## config.mk

```make
export PLATFORM = sky130hd
export DESIGN_NAME = priority_task_scheduler_with_delays
export DESIGN_NICKNAME = d
export VERILOG_FILES = /design/src/hw/rtl/pts_pkg.sv /design/src/hw/rtl/pts_cell.sv /design/src/hw/rtl/priority_task_scheduler_with_delays.sv
export SDC_FILE = /design/constraint.sdc
export NUM_CORES = 2
export LEC_CHECK = 0
export BUFFER_PORTS_ARGS = -buffer_cell sky130_fd_sc_hd__buf_2
export CORE_MARGIN = 4
export CORE_UTILIZATION = 55
export CTS_CLUSTER_SIZE = 10
export DETAILED_ROUTE_END_ITERATION = 16
export PLACE_DENSITY_LB_ADDON = 0.05
export REMOVE_ABC_BUFFERS = 1
export SYNTH_ARGS = -nofsm -noshare
export SYNTH_HDL_FRONTEND = slang
export SYNTH_SLANG_ARGS = --single-unit
```

## constraint.sdc

```tcl
create_clock -name i_clk -period 9.2 [get_ports i_clk]
set_clock_uncertainty 0.15 [all_clocks]
set_input_delay 0.92 -clock i_clk [delete_from_list [all_inputs] [get_ports i_clk]]
set_output_delay 0.92 -clock i_clk [all_outputs]
set_load 0.005 [all_outputs]
```

## src/hw/rtl/pts_pkg.sv

```systemverilog
// package for the priority task scheduler: operation codes, slot status codes,
// default sizes and shared types. no dependencies.
package pts_pkg;

    localparam int TASK_SLOTS_DEF = 16;
    localparam int IDLE_PRIO_DEF  = 101;

    localparam logic [2:0] OP_CREATE    = 3'd0;
    localparam logic [2:0] OP_RUN       = 3'd1;
    localparam logic [2:0] OP_DELAY     = 3'd2;
    localparam logic [2:0] OP_TICK      = 3'd3;
    localparam logic [2:0] OP_ISR_ENTER = 3'd4;
    localparam logic [2:0] OP_ISR_EXIT  = 3'd5;

    localparam logic [1:0] ST_UNUSED  = 2'd0;
    localparam logic [1:0] ST_READY   = 2'd1;
    localparam logic [1:0] ST_DELAYED = 2'd2;

    // command broadcast to every cell in a pass
    typedef struct packed {
        logic tick;   // decrement delayed counts
        logic load;   // write new task into the addressed cell
        logic park;   // delay the addressed cell
        logic shift;  // rotate cells one place toward the scan head
    } t_cell_cmd;

endpackage

```

## src/hw/rtl/pts_cell.sv

```systemverilog
// one task slot cell: holds priority, status and delay count, hands them to its
// neighbor on each rotate cycle. depends on pts_pkg.
module pts_cell (
    input  logic                 i_clk,
    input  logic                 i_rst_n,
    input  pts_pkg::t_cell_cmd   i_cmd,
    input  logic                 i_sel,
    input  logic [1:0]           i_rst_status,
    input  logic [7:0]           i_rst_prio,
    input  logic [7:0]           i_new_prio,
    input  logic [15:0]          i_new_delay,
    input  logic [7:0]           i_prev_prio,
    input  logic [1:0]           i_prev_status,
    input  logic [15:0]          i_prev_delay,
    output logic [7:0]           o_prio,
    output logic [1:0]           o_status,
    output logic [15:0]          o_delay
);
    import pts_pkg::*;

    logic [7:0]  r_prio;
    logic [1:0]  r_status;
    logic [15:0] r_delay;
    logic [15:0] n_dec;

    assign n_dec = (r_delay != 16'd0) ? r_delay - 16'd1 : r_delay;

    // slot state update
    always_ff @(posedge i_clk) begin
        if (!i_rst_n) begin
            r_prio   <= i_rst_prio;
            r_status <= i_rst_status;
            r_delay  <= 16'd0;
        end else if (i_cmd.shift) begin
            r_prio   <= i_prev_prio;
            r_status <= i_prev_status;
            r_delay  <= i_prev_delay;
        end else if (i_cmd.load && i_sel) begin
            r_prio   <= i_new_prio;
            r_status <= ST_READY;
            r_delay  <= 16'd0;
        end else if (i_cmd.park && i_sel) begin
            r_delay <= i_new_delay;
            if (i_new_delay != 16'd0) begin
                r_status <= ST_DELAYED;
            end
        end else if (i_cmd.tick && r_status == ST_DELAYED) begin
            r_delay <= n_dec;
            if (n_dec == 16'd0) begin
                r_status <= ST_READY;
            end
        end
    end

    assign o_prio   = r_prio;
    assign o_status = r_status;
    assign o_delay  = r_delay;

endmodule

```

## src/hw/rtl/priority_task_scheduler_with_delays.sv

```systemverilog
// priority task scheduler top level: ring of slot cells plus a sequencer that
// rotates the ring once to find the most urgent ready slot. depends on pts_pkg, pts_cell.
// a transaction that needs a search pass goes through the command cycle, the rotate cycles of a
// full pass, the end of pass and the registered output; others skip the rotate cycles.
// the next transaction is taken only after the result is registered, so no new transaction
// is taken before the last one is through; reset is synchronous active low.
module priority_task_scheduler_with_delays #(
    parameter int TASK_SLOTS = pts_pkg::TASK_SLOTS_DEF,
    parameter int IDLE_PRIO  = pts_pkg::IDLE_PRIO_DEF
) (
    input  logic        i_clk,
    input  logic        i_rst_n,
    input  logic        s_axis_tvalid,
    output logic        s_axis_tready,
    // [2:0] operation, [10:3] task_priority_in, [26:11] delay_ticks, [31:27] zero
    input  logic [31:0] s_axis_tdata,
    output logic        m_axis_tvalid,
    input  logic        m_axis_tready,
    // [3:0] running_task, [4] running_valid, [5] switched, [21:6] switch_total,
    // [37:22] tick_total, [41:38] new_slot, [42] table_full, [47:43] zero
    output logic [47:0] m_axis_tdata
);
    import pts_pkg::*;

    localparam int SW = $clog2(TASK_SLOTS);
    localparam int UW = $clog2(TASK_SLOTS + 1);

    localparam logic [1:0] S_IDLE = 2'd0;
    localparam logic [1:0] S_SCAN = 2'd1;
    localparam logic [1:0] S_OUT  = 2'd2;

    logic [1:0]    r_state;
    logic [2:0]    r_op;
    logic [7:0]    r_prio_in;
    logic [15:0]   r_ticks;
    logic [SW-1:0] r_rot;      // how many places the ring has rotated
    logic [SW:0]   r_cnt;
    logic [8:0]    r_best_prio;
    logic [SW-1:0] r_best;
    logic [UW-1:0] r_used;
    logic          r_started;
    logic [7:0]    r_nest;
    logic [SW-1:0] r_cur;
    logic [15:0]   r_sw_cnt;
    logic [15:0]   r_tick_cnt;
    logic          r_skip;     // command cycle only, no search pass
    logic [SW-1:0] r_made;
    logic          r_full;
    logic          r_first;
    logic          r_ovalid;
    logic [47:0]   r_odata;

    t_cell_cmd     w_cmd;
    logic [SW-1:0] w_sel_idx;
    logic [7:0]    w_prio   [TASK_SLOTS];
    logic [1:0]    w_status [TASK_SLOTS];
    logic [15:0]   w_delay  [TASK_SLOTS];
    logic [SW-1:0] w_head_slot;
    logic          w_acc;
    logic [SW-1:0] w_win;
    logic          w_win_sw;
    logic          w_found;

    assign s_axis_tready = (r_state == S_IDLE);
    assign w_acc = s_axis_tvalid && s_axis_tready;
    assign m_axis_tvalid = r_ovalid;
    assign m_axis_tdata  = r_odata;

    // cell commands for this cycle
    always_comb begin
        w_cmd = '0;
        w_sel_idx = r_made;
        if (r_state == S_SCAN && r_cnt == '0) begin
            w_cmd.load = (r_op == OP_CREATE) && !r_full;
            w_cmd.park = (r_op == OP_DELAY) && (r_cur != '0);
            w_cmd.tick = (r_op == OP_TICK);
            w_sel_idx  = (r_op == OP_CREATE) ? r_made : r_cur;
        end else if (r_state == S_SCAN && r_cnt != (SW+1)'(TASK_SLOTS + 1)) begin
            w_cmd.shift = 1'b1;
        end
    end

    // ring of slot cells, cell 0 is the scan head
    for (genvar g = 0; g < TASK_SLOTS; g++) begin : g_cell
        pts_cell u_cell (
            .i_clk        (i_clk),
            .i_rst_n      (i_rst_n),
            .i_cmd        (w_cmd),
            .i_sel        (w_sel_idx == SW'(g)),
            .i_rst_status ((g == 0) ? ST_READY : ST_UNUSED),
            .i_rst_prio   ((g == 0) ? 8'(IDLE_PRIO) : 8'd0),
            .i_new_prio   (r_prio_in),
            .i_new_delay  (r_ticks),
            .i_prev_prio  (w_prio[(g + 1) % TASK_SLOTS]),
            .i_prev_status(w_status[(g + 1) % TASK_SLOTS]),
            .i_prev_delay (w_delay[(g + 1) % TASK_SLOTS]),
            .o_prio       (w_prio[g]),
            .o_status     (w_status[g]),
            .o_delay      (w_delay[g])
        );
    end

    // slot number currently at the head; a full rotation restores the order
    assign w_head_slot = r_rot;
    assign w_found = (r_best_prio != 9'd256);
    assign w_win = w_found ? r_best : r_cur;
    assign w_win_sw = w_found && (w_win != r_cur);

    // sequencer
    always_ff @(posedge i_clk) begin
        if (!i_rst_n) begin
            r_state    <= S_IDLE;
            r_used     <= UW'(1);
            r_started  <= 1'b0;
            r_nest     <= 8'd0;
            r_cur      <= '0;
            r_sw_cnt   <= 16'd0;
            r_tick_cnt <= 16'd0;
            r_ovalid   <= 1'b0;
            r_cnt      <= '0;
            r_rot      <= '0;
        end else begin
            if (r_ovalid && m_axis_tready && r_state != S_OUT) begin
                r_ovalid <= 1'b0;
            end
            case (r_state)
                S_IDLE: begin
                    if (w_acc) begin
                        r_op        <= s_axis_tdata[2:0];
                        r_prio_in   <= s_axis_tdata[10:3];
                        r_ticks     <= s_axis_tdata[26:11];
                        r_made      <= '0;
                        r_full      <= 1'b0;
                        r_first     <= 1'b0;
                        r_cnt       <= '0;
                        r_rot       <= '0;
                        r_best_prio <= 9'd256;
                        r_best      <= '0;
                        r_state     <= S_SCAN;
                        case (s_axis_tdata[2:0])
                            OP_CREATE: begin
                                if (r_used >= UW'(TASK_SLOTS)) begin
                                    r_full <= 1'b1;
                                end else begin
                                    r_made <= SW'(r_used);
                                    r_used <= r_used + UW'(1);
                                end
                            end
                            OP_RUN: begin
                                if (!r_started) begin
                                    r_started <= 1'b1;
                                    r_cur     <= '0;
                                    r_first   <= 1'b1;
                                end
                            end
                            OP_TICK: r_tick_cnt <= r_tick_cnt + 16'd1;
                            OP_ISR_ENTER: begin
                                if (r_nest != 8'd255) r_nest <= r_nest + 8'd1;
                            end
                            OP_ISR_EXIT: begin
                                if (r_nest != 8'd0) r_nest <= r_nest - 8'd1;
                            end
                            default: ;
                        endcase
                        // does this transaction need a search pass
                        r_skip <= !((s_axis_tdata[2:0] == OP_CREATE && r_started
                                      && r_used < UW'(TASK_SLOTS))
                                    || s_axis_tdata[2:0] == OP_RUN
                                    || (s_axis_tdata[2:0] == OP_DELAY && r_started)
                                    || (s_axis_tdata[2:0] == OP_ISR_EXIT && r_started
                                        && r_nest == 8'd1));
                    end
                end
                S_SCAN: begin
                    if (r_cnt == (SW+1)'(TASK_SLOTS + 1)) begin
                        r_state <= S_OUT;
                    end else if (r_cnt == '0 && r_skip) begin
                        // cell command issued, no search needed
                        r_cnt <= (SW+1)'(TASK_SLOTS + 1);
                    end else begin
                        // compare the head cell, then rotate
                        if (r_cnt != '0 && w_status[0] == ST_READY
                                && {1'b0, w_prio[0]} < r_best_prio) begin
                            r_best_prio <= {1'b0, w_prio[0]};
                            r_best      <= w_head_slot;
                        end
                        if (r_cnt != '0) begin
                            r_rot <= (r_rot == SW'(TASK_SLOTS - 1)) ? '0 : r_rot + SW'(1);
                        end
                        r_cnt <= r_cnt + (SW+1)'(1);
                    end
                end
                S_OUT: begin
                    // hold here while the previous result still waits
                    if (!r_ovalid || m_axis_tready) begin
                        r_state <= S_IDLE;
                        r_ovalid <= 1'b1;
                        if (w_win_sw || r_first) begin
                            r_sw_cnt <= r_sw_cnt + 16'd1;
                        end
                        r_cur <= w_win;
                        r_odata <= {5'd0, r_full, 4'(r_made), r_tick_cnt,
                                    (w_win_sw || r_first) ? r_sw_cnt + 16'd1 : r_sw_cnt,
                                    (w_win_sw || r_first), r_started,
                                    r_started ? 4'(w_win) : 4'd0};
                    end
                end
                default: r_state <= S_IDLE;
            endcase
        end
    end

`ifndef SYNTH
    // result holds steady while the receiver stalls
    a_out_stable: assert property (@(posedge i_clk) disable iff (!i_rst_n)
        (r_ovalid && !m_axis_tready) |=> (r_ovalid && $stable(r_odata)))
        else $error("result changed while stalled");
    // scan head returns to slot order at end of pass
    a_ring_home: assert property (@(posedge i_clk) disable iff (!i_rst_n)
        (r_state == S_OUT) |-> (r_rot == '0)) else $error("ring not home");
    // idle slot is always ready
    a_idle_ready: assert property (@(posedge i_clk) disable iff (!i_rst_n)
        (r_state == S_IDLE) |-> (w_status[0] == ST_READY)) else $error("idle not ready");
`endif

endmodule

```

; Word level (Yosys, flattened, before mapping)
; Cells that the tools add are included.
[word_totals]
input_bits = 36
output_inout_bits = 50
register_bits = 568
[classes]
add_sub_neg = 23
eq_ne = 76
n_lt_le_gt_ge = 3
muxes = 236
bitwise_logic = 2
reduce_logical = 193
[ops]
columns = op, count
row1 = $mux 16, 81
row2 = $mux 8, 34
row3 = $reduce_bool 16->1, 17
row4 = $logic_not 16->1, 16
row5 = $sub 16x1->16 const B, 16
row6 = $mux 2, 84
row7 = $reduce_bool 4->1, 33
row8 = $reduce_and 3->1, 22
row9 = $logic_and 1x1->1, 64
row10 = $mux 4, 15
row11 = $ne 4x3->1 const B, 15
row12 = $reduce_bool 2->1, 19
row13 = $eq 4x4->1 const B, 9
row14 = $mux 9, 4
row15 = $eq 2x2->1 const B, 17
row16 = $add 16x1->16 const B, 2
row17 = $pmux 4 s2, 3
row18 = $pmux 9 s2, 1
row19 = $eq 4x3->1 const B, 4
row20 = $pmux 8 s2, 1
row21 = $mux 5, 3
row22 = $reduce_and 5->1, 3
row23 = $ne 2x2->1 const B, 7
row24 = $eq 3x2->1 const B, 4
row25 = other kinds (37), 59

; Logic depth before layout (Yosys ltp)
[logic_depth]
ltp_word = 8
ltp_mapped = 14
ltp_nobuf = 10

; Hierarchy
; Synthesis repeated with hierarchy kept, for this count alone.
[unflattened]
cells_unflattened = 4522
area_unflattened_um2 = 39245.1
[by_module_without_submodules]
columns = mod, instances, cells_per_inst, area_each_um2
row1 = pts_cell (g_cell[15].u_cell ...), 10, 240, 2010.7
row2 = pts_cell (g_cell[0].u_cell ...), 6, 249, 2044.5
row3 = priority_task_scheduler_with_delays, 1, 628, 6871.6

; Worst setup path before layout
; OpenSTA, ideal clock, no wires.
[synth_path]
kind = input to register
from = in i_rst_n
to = reg r_odata[0] (netlist: m_axis_tdata[0]), enable pin
setup_time_ps = 444
path_stages = 4
setup_slack_ps = 5323
arrival_time_ps = 3284
t_required_ps = 8606
path_buffers = 2
cell_sequence = clkinv_1 clkbuf_1 clkbuf_1 nor2_1
[synth_via]
elab_chain_len = 1
[synth_lines]
columns = element, line_no
row1 = start: declaration, priority_task_scheduler_with_delays.sv:12  ; input logic i_rst_n,
row2 = $reduce_and 3->1 (no source line), --
row3 = end signal: assignment, priority_task_scheduler_with_delays.sv:202  ; r_odata <= {5'd0, r_full, 4'(r_made), r_tick_cnt,
row4 = end: declaration, priority_task_scheduler_with_delays.sv:51  ; logic [47:0] r_odata;
; No other way between the ends.
; A chain may end at the register's enable or synchronous reset.

; Final worst setup path
[layout_path]
from = reg r_cnt[1]
to = reg g_cell[13].u_cell.r_status[0]
[layout_via]
elab_chain_len = 8
word_cells_on_any_way = 19
classes_between = 3 x eq/ne / 7 x mux / 9 x reduce/logical
[layout_lines]
columns = element, line_no
row1 = start: declaration, priority_task_scheduler_with_delays.sv:37  ; logic [SW:0] r_cnt;
row2 = start signal: assignment, priority_task_scheduler_with_delays.sv:179  ; r_cnt <= (SW+1)'(TASK_SLOTS + 1);
row3 = start signal: assignment, priority_task_scheduler_with_delays.sv:190  ; r_cnt <= r_cnt + (SW+1)'(1);
row4 = $logic_not 5->1, priority_task_scheduler_with_delays.sv:73  ; if (r_state == S_SCAN && r_cnt == '0) begin
row5 = $logic_and 1x1->1, priority_task_scheduler_with_delays.sv:73
row6 = $mux 4, priority_task_scheduler_with_delays.sv:73
row7 = $eq 4x4->1, priority_task_scheduler_with_delays.sv:89  ; .i_sel (w_sel_idx == SW'(g)),
row8 = $logic_and 1x1->1, pts_cell.sv:42  ; end else if (i_cmd.park && i_sel) begin
row9 = $mux 2, pts_cell.sv:42
row10 = $mux 2, pts_cell.sv:38  ; end else if (i_cmd.load && i_sel) begin
row11 = $mux 2, pts_cell.sv:34  ; end else if (i_cmd.shift) begin
row12 = end signal: assignment, pts_cell.sv:32  ; r_status <= i_rst_status;
row13 = end signal: assignment, pts_cell.sv:36  ; r_status <= i_prev_status;
row14 = end: declaration, pts_cell.sv:22  ; logic [1:0] r_status;
; Parallel ways exist; a longest one is shown, timed or not.

==> results.sh <==
export IMPL_outcome="finished clean"
export IMPL_yosys_warnings=0
export IMPL_num_vias=34300
export IMPL_drtPass1Iterations=9
export IMPL_setup_viol=0
export IMPL_p_per_area_mw_per_mm2=188
export IMPL_synth_top_family_by_area="compound AO/OA/AOI/OAI gates"
export IMPL_synthesis_area_mm2=0.0347
export IMPL_synthMuxAreaShare_pct=2.00
export IMPL_tightest_slew_ns=1.26
export IMPL_vdd_drop_max_mv=0.150
export IMPL_drc_errors=0
export IMPL_rsz0062_at_grt="false"
export IMPL_slew_viol_final=0
export IMPL_slew_headroom_pct=15.4
export IMPL_yosys_area_top_type="dfxtp_1"
export IMPL_layout_nets=4314
export IMPL_fmax_ghz=0.203
export IMPL_diodes=0
export IMPL_min_period_ns=4.93
export IMPL_synth_area_top_cells="dfxtp_1 28%, edfxtp_1 7.8%, a21oi_1 5.2%"
export IMPL_multi_input_area_mm2=0.0206
export IMPL_die_w_um=259
export IMPL_grt_pass1_vias=31100
export IMPL_wl_per_cell_um=23.0
export IMPL_yosysSeqAreaShare_pct=35.4
export IMPL_syn_avg_cell_area_um2=7.84
export IMPL_cts_buffer_depth=3
export IMPL_viasPerCell=6.72
export IMPL_ys_ff_latch=568
export IMPL_min_path_type="flop to flop"
export IMPL_synth_top_cell_area_share_pct=27.6
export IMPL_grt_pass1_wl_um=181000
export IMPL_cts_root_buffer="clkbuf_16"
export IMPL_cts_sinks=568
export IMPL_cts_htree_levels=3
export IMPL_drive_gt1_share_pct=7.54
export IMPL_dpl_hpwl_um=76400
export IMPL_cts_tree="built"
export IMPL_hold_viol_final=0
export IMPL_syn_inst=4423
export IMPL_synth_ff_type="dfxtp_1"
export IMPL_core_rowCount=91
export IMPL_fin_crit_sh_pct=53.6
export IMPL_routabilityCongestion=0.997
export IMPL_synth_compound_area_share_pct=26.6
export IMPL_cp_max_fo=187
export IMPL_area_growth_pct=7.46
export IMPL_die_h_um=259
export IMPL_grt_ovfl_total=0
export IMPL_synth_cell_type_count=93
export IMPL_grt_max_degree=191
export IMPL_synthXorXnorAreaFrac_pct=4.92
export IMPL_synth_simple_area_share_pct=23.6
export IMPL_postCtsHoldBufs=0
export IMPL_power_total_uw=7010
export IMPL_end_kind="flop"
export IMPL_required_ns=9.52
export IMPL_clk_pin_slew_ns=0.05
export IMPL_fillers=5772
export IMPL_clk_latency_ns=0.63
export IMPL_start_util_pct=55.9
export IMPL_io_pins=86
export IMPL_dp_cells=4992
export IMPL_numPortBuffers=75
export IMPL_critPathLaunchType="flop"
export IMPL_die_area_mm2=0.0672
export IMPL_async_flop_share_pct=0
export IMPL_drt_iter0_drc=4155
export IMPL_grt_util_all_layers_pct=33.5
export IMPL_synth_edf_count=90
export IMPL_cts_resized=0
export IMPL_numCtsBuffers=70
export IMPL_arrival_ns=5.25
export IMPL_cts_setup_buffers=0
export IMPL_p_leak_uw=0.0137
export IMPL_final_cell_mix="478 x dfxtp_1, 456 x nand2_1, 421 x nor2_1"
export IMPL_cap_violations=0
export IMPL_coreArea_mm2=0.0621
export IMPL_synthAdderAreaFrac_pct=1.87
export IMPL_antenna_found_initial=2
export IMPL_crit_type="flop to flop"
export IMPL_finalNonFillerCells=5108
export IMPL_drt_wl_total_um=117000
export IMPL_final_common_cell="dfxtp_1"
export IMPL_seq_area_mm2=0.0123
export IMPL_drtAntennaViolNets=0
-- kinds of logic (layout without fill, tap and decap cells) --
group | count (synthesis) | in the layout
compound gates | 1372 | 1372
flops | 568 | 568
fa+ha+maj | 52 | 52
simple gates | 1666 | 1666
mux | 68 | 68
xor+xnor | 195 | 195
other cells | 1 | 5
buf+inv | 501 | 345
-- sequential cells by signal (all words and copies together), names as in the netlist, 9 cells and up --
name / count
g_cell.u_cell.o_delay: 256
g_cell.u_cell.o_prio: 128
g_cell.u_cell.o_status: 32
m_axis_tdata: 43
r_best_prio: 9
r_sw_cnt: 16
r_tick_cnt: 16
r_ticks: 16
-- metrics by stage --
step                area (µm²)  hold WS [ns]  setup WS [ns]  util (%)  setup TNS (ns)
finish                   37300         0.303           4.27      60.1               0
floorplan                33100         0.278          -3.42         -         -420.95
CTS                      37300         0.294           4.55      60.1               0
global route             37300         0.297           4.06      60.1               0
detailed placement       35200         0.288           4.58      56.7               0
global placement         35200         0.293           4.54      56.7               0
-- cells in the mapped netlist, drive strengths merged (94+ instances only) --
library cell / number
a21oi: 359
a221oi: 98
a22oi: 115
clkbuf: 354
dfxtp: 478
nand2: 456
nand3: 131
nor2: 425
nor3: 158
nor4: 94
o211ai: 99
o21ai: 268
xnor2: 101
xor2: 94
-- worst paths after layout --
check | from | endpoint | slack (ns) | cells past startpoint
worst max-delay path | r_cnt[1]$_SDFFE_PN0P_ | g_cell[13].u_cell.o_status[0]$_SDFFE_PN0P_ | 4.27 | 11
worst min-delay path | g_cell[5].u_cell.o_prio[4]$_SDFFE_PN0P_ | g_cell[5].u_cell.o_prio[4]$_SDFFE_PN0P_ | 0.30 | 2
worst max register to register | r_cnt[1]$_SDFFE_PN0P_ | g_cell[13].u_cell.o_status[0]$_SDFFE_PN0P_ | 4.27 | 11
worst min register to register | g_cell[5].u_cell.o_prio[4]$_SDFFE_PN0P_ | g_cell[5].u_cell.o_prio[4]$_SDFFE_PN0P_ | 0.30 | 2
-- final cells by class --
| class | count | share of cell area, % |
|---|---|---|
| Clock inverter | 11 | 0.403 |
| Timing Repair Buffer | 143 | 2.53 |
| Sequential cell | 568 | 32.9 |
| Clock buffer | 105 | 5.21 |
| Inverter | 86 | 0.886 |
| Multi-Input combinational cell | 3358 | 55.3 |
| Tap cell | 837 | 2.81 |
-- power by group --
part           internal, µW  switching [µW]  total (µW)
clock network          1490            1100        2600
registers              2600             105        2700
logic                   713            1000        1710
total                  4800            2210        7010
-- critical path, cell delays in order (launching register included) --
cell	delay, ns
dfxtp_1	0.33
inv_1	0.08
ha_1	0.16
or4b_1	0.72
nand3_4	0.54
buf_12	0.54
o21a_1	0.65
nand2_1	0.53
o21ai_0	0.31
o31ai_1	0.25
o2111ai_1	0.14
o21ai_0	0.10
-- layer usage --
layer,vias up,wire length (µm),global-route usage [%]
met2,1612,52400,52.6
met4,4,5480,13.8
met1,16400,48700,45.6
li1,16000,-,-
met3,338,10700,6.14
met5,-,23,0
(Power assumes the default switching activity.)
